## config.mk

```make
export PLATFORM = sky130hd
export DESIGN_NAME = ack_nack_frame_finder_top
export DESIGN_NICKNAME = d
export VERILOG_FILES = /design/src/rtl/anff_pkg.sv /design/src/rtl/ack_nack_frame_finder_top.sv
export SDC_FILE = /design/constraint.sdc
export NUM_CORES = 1
export LEC_CHECK = 0
export BUFFER_PORTS_ARGS = -buffer_cell sky130_fd_sc_hd__buf_4
export CAP_MARGIN = 25
export CORE_AREA = 4 4 192 194
export CTS_BUF_LIST = sky130_fd_sc_hd__clkbuf_2
export DETAILED_ROUTE_END_ITERATION = 10
export DIE_AREA = 0 0 196 198
export GPL_TIMING_DRIVEN = 0
export PLACE_DENSITY = 0.7
export SLEW_MARGIN = 10
export SYNTH_ARGS = -nofsm -noshare
export SYNTH_HDL_FRONTEND = slang
export SYNTH_SLANG_ARGS = --single-unit
```

## constraint.sdc

```tcl
create_clock -name clk -period 11.1 [get_ports clk]
set_input_delay 0.555 -clock clk [delete_from_list [all_inputs] [get_ports clk]]
set_output_delay 0.555 -clock clk [all_outputs]
set_load 0.01 [all_outputs]
```

## src/rtl/anff_pkg.sv

```systemverilog
`timescale 1ns / 1ps

package anff_pkg;

  // Window geometry
  localparam int unsigned WIN_DEPTH  = 16;
  localparam int unsigned START_LEN  = 16;
  localparam int unsigned CMD_LEN    = 8;
  localparam int unsigned FILL_W     = 5;
  localparam int unsigned IDX_W      = 4;

  // Frame markers and command codes
  localparam logic [7:0]  START_MARK = 8'hBF;
  localparam logic [7:0]  CMD_MARK   = 8'hFA;
  localparam logic [31:0] RESET_SEQ  = 32'hFFFF_DEAD;
  localparam logic [7:0]  ALT_MARK   = 8'hFE;
  localparam logic [31:0] ALT_MASK   = 32'h00FF_FFFF;

  typedef logic [7:0] byte_t;

  typedef enum logic [1:0] {
    KIND_START = 2'd0,
    KIND_RETX  = 2'd1,
    KIND_RESET = 2'd2,
    KIND_ALT   = 2'd3
  } frame_kind_t;

endpackage

```

## src/rtl/ack_nack_frame_finder_top.sv

```systemverilog
`timescale 1ns / 1ps

// Pipeline: each accepted byte transaction is captured in the byte register; its result is
//   then captured in the result register, which drives the outputs.
// Throughput: one byte per cycle; the byte register and the result register are separated
//   by one window update and a 16-byte XOR check, so a new byte is taken every cycle while
//   out_ready is high. A result held by out_ready low stalls the byte register.
// Reset (rst_n low, synchronous): window cleared, fill count zero, start flag cleared
//   (hunting the start ack), both pipeline registers empty.
module ack_nack_frame_finder_top (
  input  logic                clk,
  input  logic                rst_n,
  input  logic                in_valid,
  output logic                in_ready,
  input  anff_pkg::byte_t     in_rx_byte,
  output logic                out_valid,
  input  logic                out_ready,
  output logic [1:0]          out_frame_kind,
  output logic [31:0]         out_sequence_res,
  output logic [15:0]         out_byte_count,
  output logic [63:0]         out_timestamp,
  output logic [23:0]         out_alt_command
);
  import anff_pkg::*;

  // Input register
  logic                 s1_valid_r;
  byte_t                s1_byte_r;
  logic                 s1_fire;

  // Frame state
  byte_t                win_r   [WIN_DEPTH];
  byte_t                win_nxt [WIN_DEPTH];
  logic [FILL_W-1:0]    fill_r, fill_nxt;
  logic                 started_r, started_nxt;

  // Result register
  logic                 out_valid_r;
  frame_kind_t          kind_r;
  logic [31:0]          seq_r;
  logic [15:0]          len_r;
  logic [63:0]          stamp_r;
  logic [23:0]          alt_r;

  // Combinational work
  byte_t                w [WIN_DEPTH];
  logic [IDX_W-1:0]     wr_idx;
  logic [FILL_W-1:0]    cnt;
  byte_t                xor7, xor15;
  logic                 start_hit, cmd_hit, full_miss;
  logic [31:0]          seq_c;
  logic [15:0]          len_c;
  logic [63:0]          stamp_c;
  frame_kind_t          kind_c;
  logic [23:0]          alt_c;

  // Stage 1 advances when the result register can take whatever it yields
  assign s1_fire  = s1_valid_r && (!out_valid_r || out_ready);
  assign in_ready = !s1_valid_r || s1_fire;

  always_ff @(posedge clk) begin
    if (!rst_n) begin
      s1_valid_r <= 1'b0;
    end else if (in_ready) begin
      s1_valid_r <= in_valid;
    end
  end

  always_ff @(posedge clk) begin
    if (in_valid && in_ready) begin
      s1_byte_r <= in_rx_byte;
    end
  end

  // Store the new byte at the fill position (clamped to the last entry)
  always_comb begin
    wr_idx = fill_r[FILL_W-1] ? IDX_W'(WIN_DEPTH - 1) : fill_r[IDX_W-1:0];
    cnt    = {1'b0, wr_idx} + FILL_W'(1);
    for (int i = 0; i < WIN_DEPTH; i++) begin
      w[i] = (IDX_W'(i) == wr_idx) ? s1_byte_r : win_r[i];
    end
  end

  // Check bytes over the command and start spans
  always_comb begin
    xor7  = '0;
    xor15 = '0;
    for (int i = 0; i < CMD_LEN - 1; i++) begin
      xor7 = xor7 ^ w[i];
    end
    for (int i = 0; i < START_LEN - 1; i++) begin
      xor15 = xor15 ^ w[i];
    end
  end

  // Frame match and field extraction
  always_comb begin
    start_hit = !started_r && (cnt == FILL_W'(START_LEN)) &&
                (w[0] == START_MARK) && (xor15 == w[START_LEN-1]);
    cmd_hit   = started_r && (cnt >= FILL_W'(CMD_LEN)) &&
                (w[0] == CMD_MARK) && (xor7 == w[CMD_LEN-1]);
    full_miss = started_r ? ((cnt >= FILL_W'(CMD_LEN)) && !cmd_hit)
                          : ((cnt == FILL_W'(START_LEN)) && !start_hit);
    seq_c   = {w[1], w[2], w[3], w[4]};
    len_c   = {w[5], w[6]};
    stamp_c = {w[7], w[8], w[9], w[10], w[11], w[12], w[13], w[14]};
    alt_c   = '0;
    if (!started_r) begin
      kind_c = KIND_START;
    end else if (seq_c == RESET_SEQ) begin
      kind_c = KIND_RESET;
    end else if (seq_c[31:24] == ALT_MARK) begin
      kind_c = KIND_ALT;
      alt_c  = 24'(seq_c & ALT_MASK);
    end else begin
      kind_c = KIND_RETX;
    end
  end

  // Next window state
  always_comb begin
    win_nxt     = w;
    fill_nxt    = cnt;
    started_nxt = started_r;
    if (start_hit || cmd_hit) begin
      for (int i = 0; i < WIN_DEPTH; i++) begin
        win_nxt[i] = '0;
      end
      fill_nxt    = '0;
      started_nxt = 1'b1;
    end else if (full_miss) begin
      for (int i = 0; i < WIN_DEPTH - 1; i++) begin
        win_nxt[i] = w[i+1];
      end
      win_nxt[WIN_DEPTH-1] = '0;
      fill_nxt = cnt - FILL_W'(1);
    end
  end

  always_ff @(posedge clk) begin
    if (!rst_n) begin
      for (int i = 0; i < WIN_DEPTH; i++) begin
        win_r[i] <= '0;
      end
      fill_r    <= '0;
      started_r <= 1'b0;
    end else if (s1_fire) begin
      win_r     <= win_nxt;
      fill_r    <= fill_nxt;
      started_r <= started_nxt;
    end
  end

  // Result register
  always_ff @(posedge clk) begin
    if (!rst_n) begin
      out_valid_r <= 1'b0;
    end else if (s1_fire) begin
      out_valid_r <= start_hit || cmd_hit;
    end else if (out_ready) begin
      out_valid_r <= 1'b0;
    end
  end

  always_ff @(posedge clk) begin
    if (s1_fire && (start_hit || cmd_hit)) begin
      kind_r  <= kind_c;
      seq_r   <= seq_c;
      len_r   <= len_c;
      stamp_r <= start_hit ? stamp_c : 64'd0;
      alt_r   <= alt_c;
    end
  end

  assign out_valid        = out_valid_r;
  assign out_frame_kind   = kind_r;
  assign out_sequence_res = seq_r;
  assign out_byte_count   = len_r;
  assign out_timestamp    = stamp_r;
  assign out_alt_command  = alt_r;

  // Once the start ack is seen the block never returns to start hunting
  a_started_sticky: assert property (@(posedge clk) disable iff (!rst_n)
    started_r |=> started_r)
    else $error("start flag cleared without reset");

  // After start the window never holds a full command frame between bytes
  a_cmd_fill: assert property (@(posedge clk) disable iff (!rst_n)
    started_r |-> (fill_r < FILL_W'(CMD_LEN)))
    else $error("window fill beyond command length after start");

  // Start flag rises together with a start ack result
  a_start_result: assert property (@(posedge clk) disable iff (!rst_n)
    $rose(started_r) |-> (out_valid_r && (kind_r == KIND_START)))
    else $error("start flag set without start ack result");

  // Command results carry no timestamp
  a_cmd_no_stamp: assert property (@(posedge clk) disable iff (!rst_n)
    (out_valid_r && (kind_r != KIND_START)) |-> (stamp_r == 64'd0))
    else $error("timestamp on command result");

  // Alternate payload only on alternate commands
  a_alt_zero: assert property (@(posedge clk) disable iff (!rst_n)
    (out_valid_r && (kind_r != KIND_ALT)) |-> (alt_r == 24'd0))
    else $error("alternate payload on other frame kind");

endmodule
```

# [Yosys cells after proc, flatten, opt, wreduce, memory -nomap -nowiden]
# Cells that the tools add are included.
# W data, S select, Z words.
[op_classes] n_addsub=2 order_cmp=1 n_eq_ne=22 n_mux=26 bitwise_logic=16 reduce_logical=24
[op_table] operator="$mux W128" count=2
[op_table] operator="$mux W8" count=16
[op_table] operator="$xor A8 B8 Y8" count=14
[op_table] operator="$eq A32 B32 Y1 const B" count=1
[op_table] operator="$eq A4 B4 Y1 const A" count=8
[op_table] operator="$eq A8 B8 Y1 const B" count=3
[op_table] operator="$eq A3 B4 Y1 const A" count=4
[op_table] operator="$eq A8 B8 Y1" count=2
[op_table] operator="$logic_and A1 B1 Y1" count=11
[op_table] operator="$mux W5" count=2
[op_table] operator="$eq A2 B4 Y1 const A" count=2
[op_table] operator="$add A4 B1 Y5 const B" count=1
[op_table] operator="$eq A5 B5 Y1 const B" count=1
[op_table] operator="$ge A5 B4 Y1 const B" count=1
[op_table] operator="$logic_not A1 Y1" count=5
[op_table] operator="$sub A5 B1 Y5 const B" count=1
[op_table] operator="$eq A1 B4 Y1 const A" count=1
[op_table] operator="$logic_not A4 Y1" count=1
[op_table] operator="$mux W2" count=2
[op_table] operator="$mux W4" count=1
[op_table] operator="$logic_or A1 B1 Y1" count=3
[op_table] operator="$mux W1" count=3
[op_table] operator="$reduce_or A3 Y1" count=1
[op_table] operator="$not A1 Y1" count=2
[op_table] operator="other kinds (3)" count=3
[word_totals] ff_bits=282 out_inout_bits=140 word_cells=118

# [Logic depth before layout (Yosys ltp)]
# Gate-level depths: netlist of the first run.
[depth] depth_word=24 mapped_depth=21

# [Worst setup path before layout of the first run]
# Ideal clock, no wire load.
[synth_path] path_kind="reg-to-reg" startpoint="reg fill_r[4]" endpoint="reg alt_r[0] (netlist: out_alt_command[0]), enable pin" setup_time_ns=0.684 t_arrival_ns=10.164 required_time_ns=10.416 setup_slack_ns=0.253 path_stages_with_launch=17 path_cell_list="dfxtp_1 > buf_4 > buf_2 > buf_2 > or2_2 > inv_1 > ha_1 > clkbuf_1 > nand3_1 > a32oi_2 > xor2_1 > xnor3_1 > xnor3_1 > xnor2_1 > nor3_2 > nand4b_4 > a21oi_1"
[synth_via] elab_chain_len=21
[synth_rtl] element="start: declaration" line_no="ack_nack_frame_finder_top.sv:34" text="logic [FILL_W-1:0] fill_r, fill_nxt;"
[synth_rtl] element="start signal: assignment" line_no="ack_nack_frame_finder_top.sv:149" text="fill_r <= fill_nxt;"
[synth_rtl] element="$mux W4 *" line_no="ack_nack_frame_finder_top.sv:77" text="wr_idx = fill_r[FILL_W-1] ? IDX_W'(WIN_DEPTH - 1) : fill_r[IDX_W-1:0];"
[synth_rtl] element="$eq A1 B4 Y1 / $logic_not A4 Y1 (equally long branches)" line_no="ack_nack_frame_finder_top.sv:80" text="w[i] = (IDX_W'(i) == wr_idx) ? s1_byte_r : win_r[i];"
[synth_rtl] element="$mux W8" line_no="ack_nack_frame_finder_top.sv:80"
[synth_rtl] element="$xor A8 B8 Y8 (6 in series)" line_no="ack_nack_frame_finder_top.sv:89, ack_nack_frame_finder_top.sv:92"
[synth_rtl] element="$xor A8 B8 Y8 (8 in series)" line_no="ack_nack_frame_finder_top.sv:92" text="xor15 = xor15 ^ w[i];"
[synth_rtl] element="$eq A8 B8 Y1" line_no="ack_nack_frame_finder_top.sv:99" text="(w[0] == START_MARK) && (xor15 == w[START_LEN-1]);"
[synth_rtl] element="$logic_and A1 B1 Y1" line_no="ack_nack_frame_finder_top.sv:99"
[synth_rtl] element="$logic_or A1 B1 Y1 *" line_no="ack_nack_frame_finder_top.sv:166" text="if (s1_fire && (start_hit || cmd_hit)) begin"
[synth_rtl] element="$logic_and A1 B1 Y1 *" line_no="ack_nack_frame_finder_top.sv:166"
[synth_rtl] element="end signal: assignment" line_no="ack_nack_frame_finder_top.sv:171" text="alt_r <= alt_c;"
[synth_rtl] element="end: declaration" line_no="ack_nack_frame_finder_top.sv:43" text="logic [23:0] alt_r;"
# Every way passes the cells marked *; elsewhere a longest branch is shown, timed or not.
# A chain may end at the register's enable or synchronous reset.

# [Worst setup path after layout of the first run]
[layout_path] startpoint="reg fill_r[4]" endpoint="reg len_r[12] (netlist: out_byte_count[12]), enable pin"
[layout_via] elab_chain_len=21
[layout_rtl] element="$mux W4 *" line_no="ack_nack_frame_finder_top.sv:77"
[layout_rtl] element="$eq A1 B4 Y1 / $logic_not A4 Y1 (equally long branches)" line_no="ack_nack_frame_finder_top.sv:80"
[layout_rtl] element="$mux W8" line_no="ack_nack_frame_finder_top.sv:80"
[layout_rtl] element="$xor A8 B8 Y8 (6 in series)" line_no="ack_nack_frame_finder_top.sv:89, ack_nack_frame_finder_top.sv:92"
[layout_rtl] element="$xor A8 B8 Y8 (8 in series)" line_no="ack_nack_frame_finder_top.sv:92"
[layout_rtl] element="$eq A8 B8 Y1" line_no="ack_nack_frame_finder_top.sv:99"
[layout_rtl] element="$logic_and A1 B1 Y1" line_no="ack_nack_frame_finder_top.sv:99"
[layout_rtl] element="$logic_or A1 B1 Y1 *" line_no="ack_nack_frame_finder_top.sv:166"
[layout_rtl] element="$logic_and A1 B1 Y1 *" line_no="ack_nack_frame_finder_top.sv:166"
[layout_rtl] element="end signal: assignment" line_no="ack_nack_frame_finder_top.sv:169" text="len_r <= len_c;"
[layout_rtl] element="end: declaration" line_no="ack_nack_frame_finder_top.sv:41" text="logic [15:0] len_r;"
# Marked as above.

==> impl_results.md, run 1 <==
* Hold WS at 0.324 ns
* Post-synthesis sequential area ratio at 51.0%
* Netlist cell types at 58
* Clock network power share at a little under two fifths
* Initial antenna violation count at 1
* Top_reg_cell synth: edfxtp_1
* Die ar. at 38800 um^2
* Register bit total from synthesis at 282
* RR Startpoint: fill_r[4]
* WL final at between 40000 and 50000 um
* Clock Pin Slew Worst Setup and Hold Paths at 0.12 ns
* Vias in the first global route at 11.6k
* Tmin final at 6.42 ns
* Peak supply drop at 0.0448 mV
* CTS tree: built
* Net Count, Synth at 1348
* Max-Cap Viols at 0
* DRT Pass-1 Iters at 6
* Power per cell area at 120 nW/um^2
* Antenna violation net count after detailed routing at 0
* H-tree Lvls at 3
* Slew headroom at 36.3%
* Fmax at 156 MHz
* DPL Wire Length at between 30000 and 40000 um
* Most common cell after layout, fill and taps aside: nand2_1
* Starting DRT DRC Count at 1279
* Die Y at roughly 200 um
* Final setup violation count at 0
* First-pass GRT wire length at around 68000 um
* WL/cell at 21.4 um
* FP Rows at 69
* Overall routing resource usage at 22.4%
* Post-synth EDFFs at between 100 and 150
* Setup TNS Final at 0 ns
* Max clock buf depth at 3
* IO Pins at around 150
* # fillers at about 3.3k
* Max Slew Vio Count at 0
* Synth Cell Area at 13900 um^2
* Synth top area cells: edfxtp_1 31%, dfxtp_1 20%, a32o_1 8.7%
* Period Utilization, post-route at 57.8%
* Syn Area/Cell at 10.5 um^2
* Startpoint Class: register
* Synth Instances at 1331
* Worst Skew at 0.0687 ns
* Initial Util at roughly two fifths
* Combinational fraction of design power at 6.8%
* # DRC at 0
* Core area at 35200 um^2
* Layout Utilization at 47.2%
* Asr flop ratio synth at 0%
* Worst-Skew Late Latency at just over 0.9 ns
* Layout cells sized above 1 at between 20% and 30%
* Synthesis-to-layout area growth at 19.3%
* Hold crit path type: in2reg
* Most frequent cells in the layout: 279 x nand2_1, 160 x buf_4, 146 x edfxtp_1, 136 x dfxtp_1, 121 x a32o_1
* Crit Path Class: reg2reg
* GR Overflow Total at 0
* Outcome: finished, final reports clean
* WP data arrival at 7.01 ns
* Largest net degree at the start of global routing at 30
* Area share of the largest cell type after synthesis at 31.5%
* Total number of vias at 11.8k
* Worst-Margin Slew at 0.955 ns
* Layout net count at approximately 1.6k
* Cell accounting for the most synthesized area: edfxtp_1
* Leakage at 0.00721 uW
* P_sw at 548 uW
* CTS Buf Count at 76
* Min-Delay Startpoint: out_ready
* Switching Fraction at a little over a quarter
* Vias per cell at 5.60
* Placer Congestion at 0.901
* Die X at 196 um
* Internal power at around 1400 uW
* Total power at 1990 uW
* CP required at 11.69 ns
* RSZ-0062 raised after global routing: false
* CTS Root Cell: clkbuf_2
* CP startpoint: fill_r[4]
* Setup crit end kind: register
* Yosys warnings at 0
* CTS Sinks at between 200 and 300
* CP max FO at 28
* Flop pwr share at 55.0%
* IO buf count at 151
* Hold Vio Cnt, Final at 0
## cell type report
type	instances	area (um^2)	share of cell area (%)
buffer	110	563	3.39
antenna	4	10.0	0.0602
clock buffer	105	526	3.16
inverter	51	191	1.15
sequential	282	7110	42.8
multi-input combinational	888	6080	36.6
tap	461	577	3.47
timing repair buffer	169	1370	8.25
clock inverter	35	194	1.17
## power groups by stage
stage / clock network, uW / logic (uW) / registers (uW)
after floorplan: 0 / 86.8 / 1120
after global placement: 0 / 126 / 1120
after detailed placement: 0 / 127 / 1120
after CTS: 777 / 132 / 1100
after global routing: 839 / 141 / 1100
final: 763 / 135 / 1100
## sequential cells by signal (all words and copies together), names as in the netlist
| register | flops |
|---|---|
| win_r | 128 |
| out_timestamp | 64 |
| out_sequence_res | 32 |
| out_alt_command | 24 |
| out_byte_count | 16 |
| s1_byte_r | 8 |
| fill_r | 5 |
| out_frame_kind | 2 |
| out_valid | 1 |
| s1_valid_r | 1 |
| started_r | 1 |
## path summary, 6_finish.rpt
kind                   endpoint  slack [ns]  cells past startpoint
max          out_byte_count[12]        4.68                     20
min                   fill_r[0]        0.32                      5
max reg2reg  out_byte_count[12]        4.68                     20
min reg2reg            win_r[1]        0.47                      2
## cell families after synthesis
logic type	synth area share [%]
xor+xnor	7.98
mux	7.80
buf+inv	5.42
compound gates	12.8
fa+ha+maj	0.449
simple gates	14.5
flops	51.0
## per-stage QoR
stage	instance area, um^2	setup slack [ns]	cells
2_1_floorplan	13900	0.253	1331
3_5_place_dp	15800	4.81	1948
6_report	16600	4.68	2105
3_3_place_gp	15600	-3.52	1943
4_1_cts	16600	4.76	2101
5_1_grt	16600	4.44	2102
## synth_stat cells, types with 9 or more instances
cell,instances
a21oi_1,14
a32oi_1,13
xnor3_1,9
edfxtp_1,146
buf_4,9
nor2_1,100
o21ai_0,22
clkbuf_1,52
buf_6,10
nand3_1,15
and2_1,15
mux2i_1,103
a21boi_0,12
xor2_1,12
inv_1,51
dfxtp_1,136
xnor2_1,90
nand2_1,279
buf_2,33
a32o_1,121
## critical path, cell delays in order, from the launching register on
cell and delay [ns]:
dfxtp_1 0.38, buf_4 0.20, buf_2 0.20, buf_2 0.21, or2_2 0.38, inv_1 0.10, ha_1 0.17, clkbuf_1 0.40
nor4bb_4 0.47, buf_2 0.35, mux2i_1 0.60, xnor2_1 0.19, xnor2_1 0.17, xnor2_1 0.35, xnor2_1 0.20, xor2_1 0.26
nand4b_4 0.30, a21oi_4 0.46, buf_12 0.25, buf_12 0.21, buf_12 0.21
## per-layer routing
metal / global-route usage (%) / vias up / share of wire, %
li1: - / 5309 / -
met5: 0 / - / 0
met2: 34.4 / 654 / 44
met1: 31.0 / 5720 / 44
met4: 9.10 / 0 / 3.7
met3: 4.95 / 114 / 9.1
## timing repair
item,CTS,global route
setup endpoints to repair,0,0
buffers inserted,0,0
hold buffers,13,0
resized for setup,0,0
hold endpoints to repair,13,0
No activity file was read; power rests on OpenSTA's default activity.
==> run 2, diff against run 1 <==
- clock period: 11.1 -> 5.6 ns (I/O delays scaled with it)
==> run 2 against run 1 <==
Effect of this change:
- clock-buffer cell count is 10 higher
- fmax is 18% higher
- non-clock buffer count is 3 higher
- die area stayed put
- cell area is 1.5% higher
- sequential share of layout area is 0.64 points lower
- first-iteration DRC count is 4.2% lower
- sequential power is 97% higher
- largest power group unchanged
==> impl_results.md, run 2 (synthesis results as in run 1) <==
* Startpoint Class: register
* Largest net degree at the start of global routing at 29
* Vias in the first global route at 11.6k
* FP Rows at 69
* Max reg flops at 128
* Total number of vias at 11.8k
* RR Startpoint: fill_r[4]
* First-pass GRT wire length at between 60000 and 70000 um
* IO Pins at 152
* Synthesis-to-layout area growth at 21.1%
* Biggest register: win_r
* Placer Congestion at between 0.9 and 1
* Hold path cells at 5
* CTS Sinks at approximately 280
* RSZ-0062 raised after global routing: false
* Vias per cell at 5.60
* Crit Path Class: reg2reg
* Worst-Skew Late Latency at 0.97 ns
* Tmin final at 5.46 ns
* Layout cells sized above 1 at 23.3%
* Total power at a little under 4000 uW
* Clock Pin Slew Worst Setup and Hold Paths at 0.11 ns
* Die Y at 198 um
* Hold Vio Cnt, Final at 0
* Initial Util at 39.5%
* Slew headroom at 30.6%
* DRT Pass-1 Iters at 6
* Outcome: finished, final reports clean
* Min-Delay Startpoint: out_ready
* Die X at 196 um
* Max clock buf depth at 3
* Reg area at 7110 um^2
* Setup crit end kind: register
* Die ar. at 38800 um^2
* WP data arrival at 6.22 ns
* Hold crit path type: in2reg
* Capturing point of the worst reg2reg path: win_r[104]
* Starting DRT DRC Count at 1225
* Most frequent cells in the layout: 279 x nand2_1, 164 x buf_4, 146 x edfxtp_1, 135 x dfxtp_1, 121 x a32o_1
* Reg2Reg Depth at 18
* Worst-Margin Slew at ~1.0 ns
* Leakage at 0.00728 uW
* DPL Wire Length at 32100 um
* IO buf count at 151
* Layout net count at 1597
* Overall routing resource usage at 22.8%
* Peak supply drop at roughly 0.14 mV
* Period Utilization, post-route at approximately 100%
* Hold Path Sink: fill_r[3]
* Antenna violation net count after detailed routing at 0
* Final setup violation count at 0
* CTS Root Cell: clkbuf_2
* GR Overflow Total at 0
* Max-Cap Viols at 0
* Hold WS at 0.0732 ns
* WL final at 45700 um
* Max Slew Vio Count at 0
* # fillers at 3314
* CP required at 6.36 ns
* # DRC at 0
* Fmax at around 180 MHz
* Initial antenna violation count at 1
* H-tree Lvls at 3
* CTS Buf Count at 75
* WL/cell at 21.7 um
* R2r setup slk at 0.14 ns
* Core area at roughly 35000 um^2
* CP max FO at 10
* Setup TNS Final at 0 ns
* Multi-input gate area at about 6300 um^2
* CTS tree: built
* Power per cell area at 231 nW/um^2
* Worst Skew at 0.116 ns
* Most common cell after layout, fill and taps aside: nand2_1
## run 2: cell count changes in the layout (fill, tap and decap cells not counted), sizes merged
cell      change
clkinv       -11
diode         -3
inv           +1
clkinvlp      +1
bufinv        -2
buf           +3
clkbuf       +10
## run 2: area by class of cell
| class | instances | share of cell area [%] |
|---|---|---|
| Antenna cell | 1 | 0.0148 |
| Buffer | 110 | 3.72 |
| Clock buffer | 115 | 3.41 |
| Clock inverter | 24 | 0.571 |
| Inverter | 51 | 1.15 |
| Multi-Input combinational cell | 888 | 37.2 |
| Sequential cell | 282 | 42.1 |
| Tap cell | 461 | 3.42 |
| Timing Repair Buffer | 172 | 8.42 |
## run 2: metrics by stage
step / cells / area [um^2] / utilization [%] / setup slack, ns
floorplan: 1331 / 14200 / - / -0.295
global route: 2104 / 16900 / 47.9 / 0.00575
global placement: 1943 / 15900 / 45.1 / -2.09
detailed placement: 1949 / 16000 / 45.5 / -0.0373
finish: 2104 / 16900 / 47.9 / 0.143
CTS: 2101 / 16800 / 47.8 / 0.0157
## run 2: timing repair
item | in CTS | in global routing
pin swaps | 0 | 1
gates cloned | 0 | 0
endpoints found under the hold margin | 23 | 0
hold buffers | 13 | 0
gates resized for setup | 1 | 8
setup endpoints to repair | 19 | 97
setup buffers | 0 | 2
## run 2: worst max path at each step
| stage | from | to | cells after the start |
|---|---|---|---|
| detailed placement | fill_r[4] | out_byte_count[11] | 19 |
| floorplan | fill_r[4] | out_alt_command[0] | 16 |
| global placement | fill_r[4] | out_timestamp[60] | 15 |
| finish | fill_r[4] | win_r[104] | 18 |
| global route | fill_r[4] | win_r[109] | 20 |
| CTS | fill_r[4] | out_byte_count[11] | 21 |
## run 2: worst max-delay path, stage by stage (launching register included)
cell,delay [ns]
dfxtp_2,0.37
buf_6,0.15
buf_6,0.15
buf_6,0.14
nor2_1,0.21
ha_2,0.24
nor4b_1,0.36
buf_4,0.29
mux2i_1,0.84
xnor2_1,0.16
xnor2_1,0.18
xnor2_1,0.28
and3_1,0.27
nand3_1,0.30
a21oi_2,0.30
buf_2,0.33
buf_2,0.33
nand2_1,0.10
a32o_1,0.28
## run 2: metal layers
layer  vias up  GRT usage [%]  share of wire (%)
li1       5313              -                  -
met1      5725           31.8                 42
met2       632           34.9                 45
met3       104           4.93                 10
met4         0           9.15                3.2
met5         -              0                  0
## run 2: report_power, final
part	internal [uW]	total [uW]	switching, uW	leakage, uW
clock	547	1450	901	0.000529
sequential	2160	2170	11.0	0.00265
combinational	97.6	273	176	0.00410
total	2810	3890	1090	0.00728
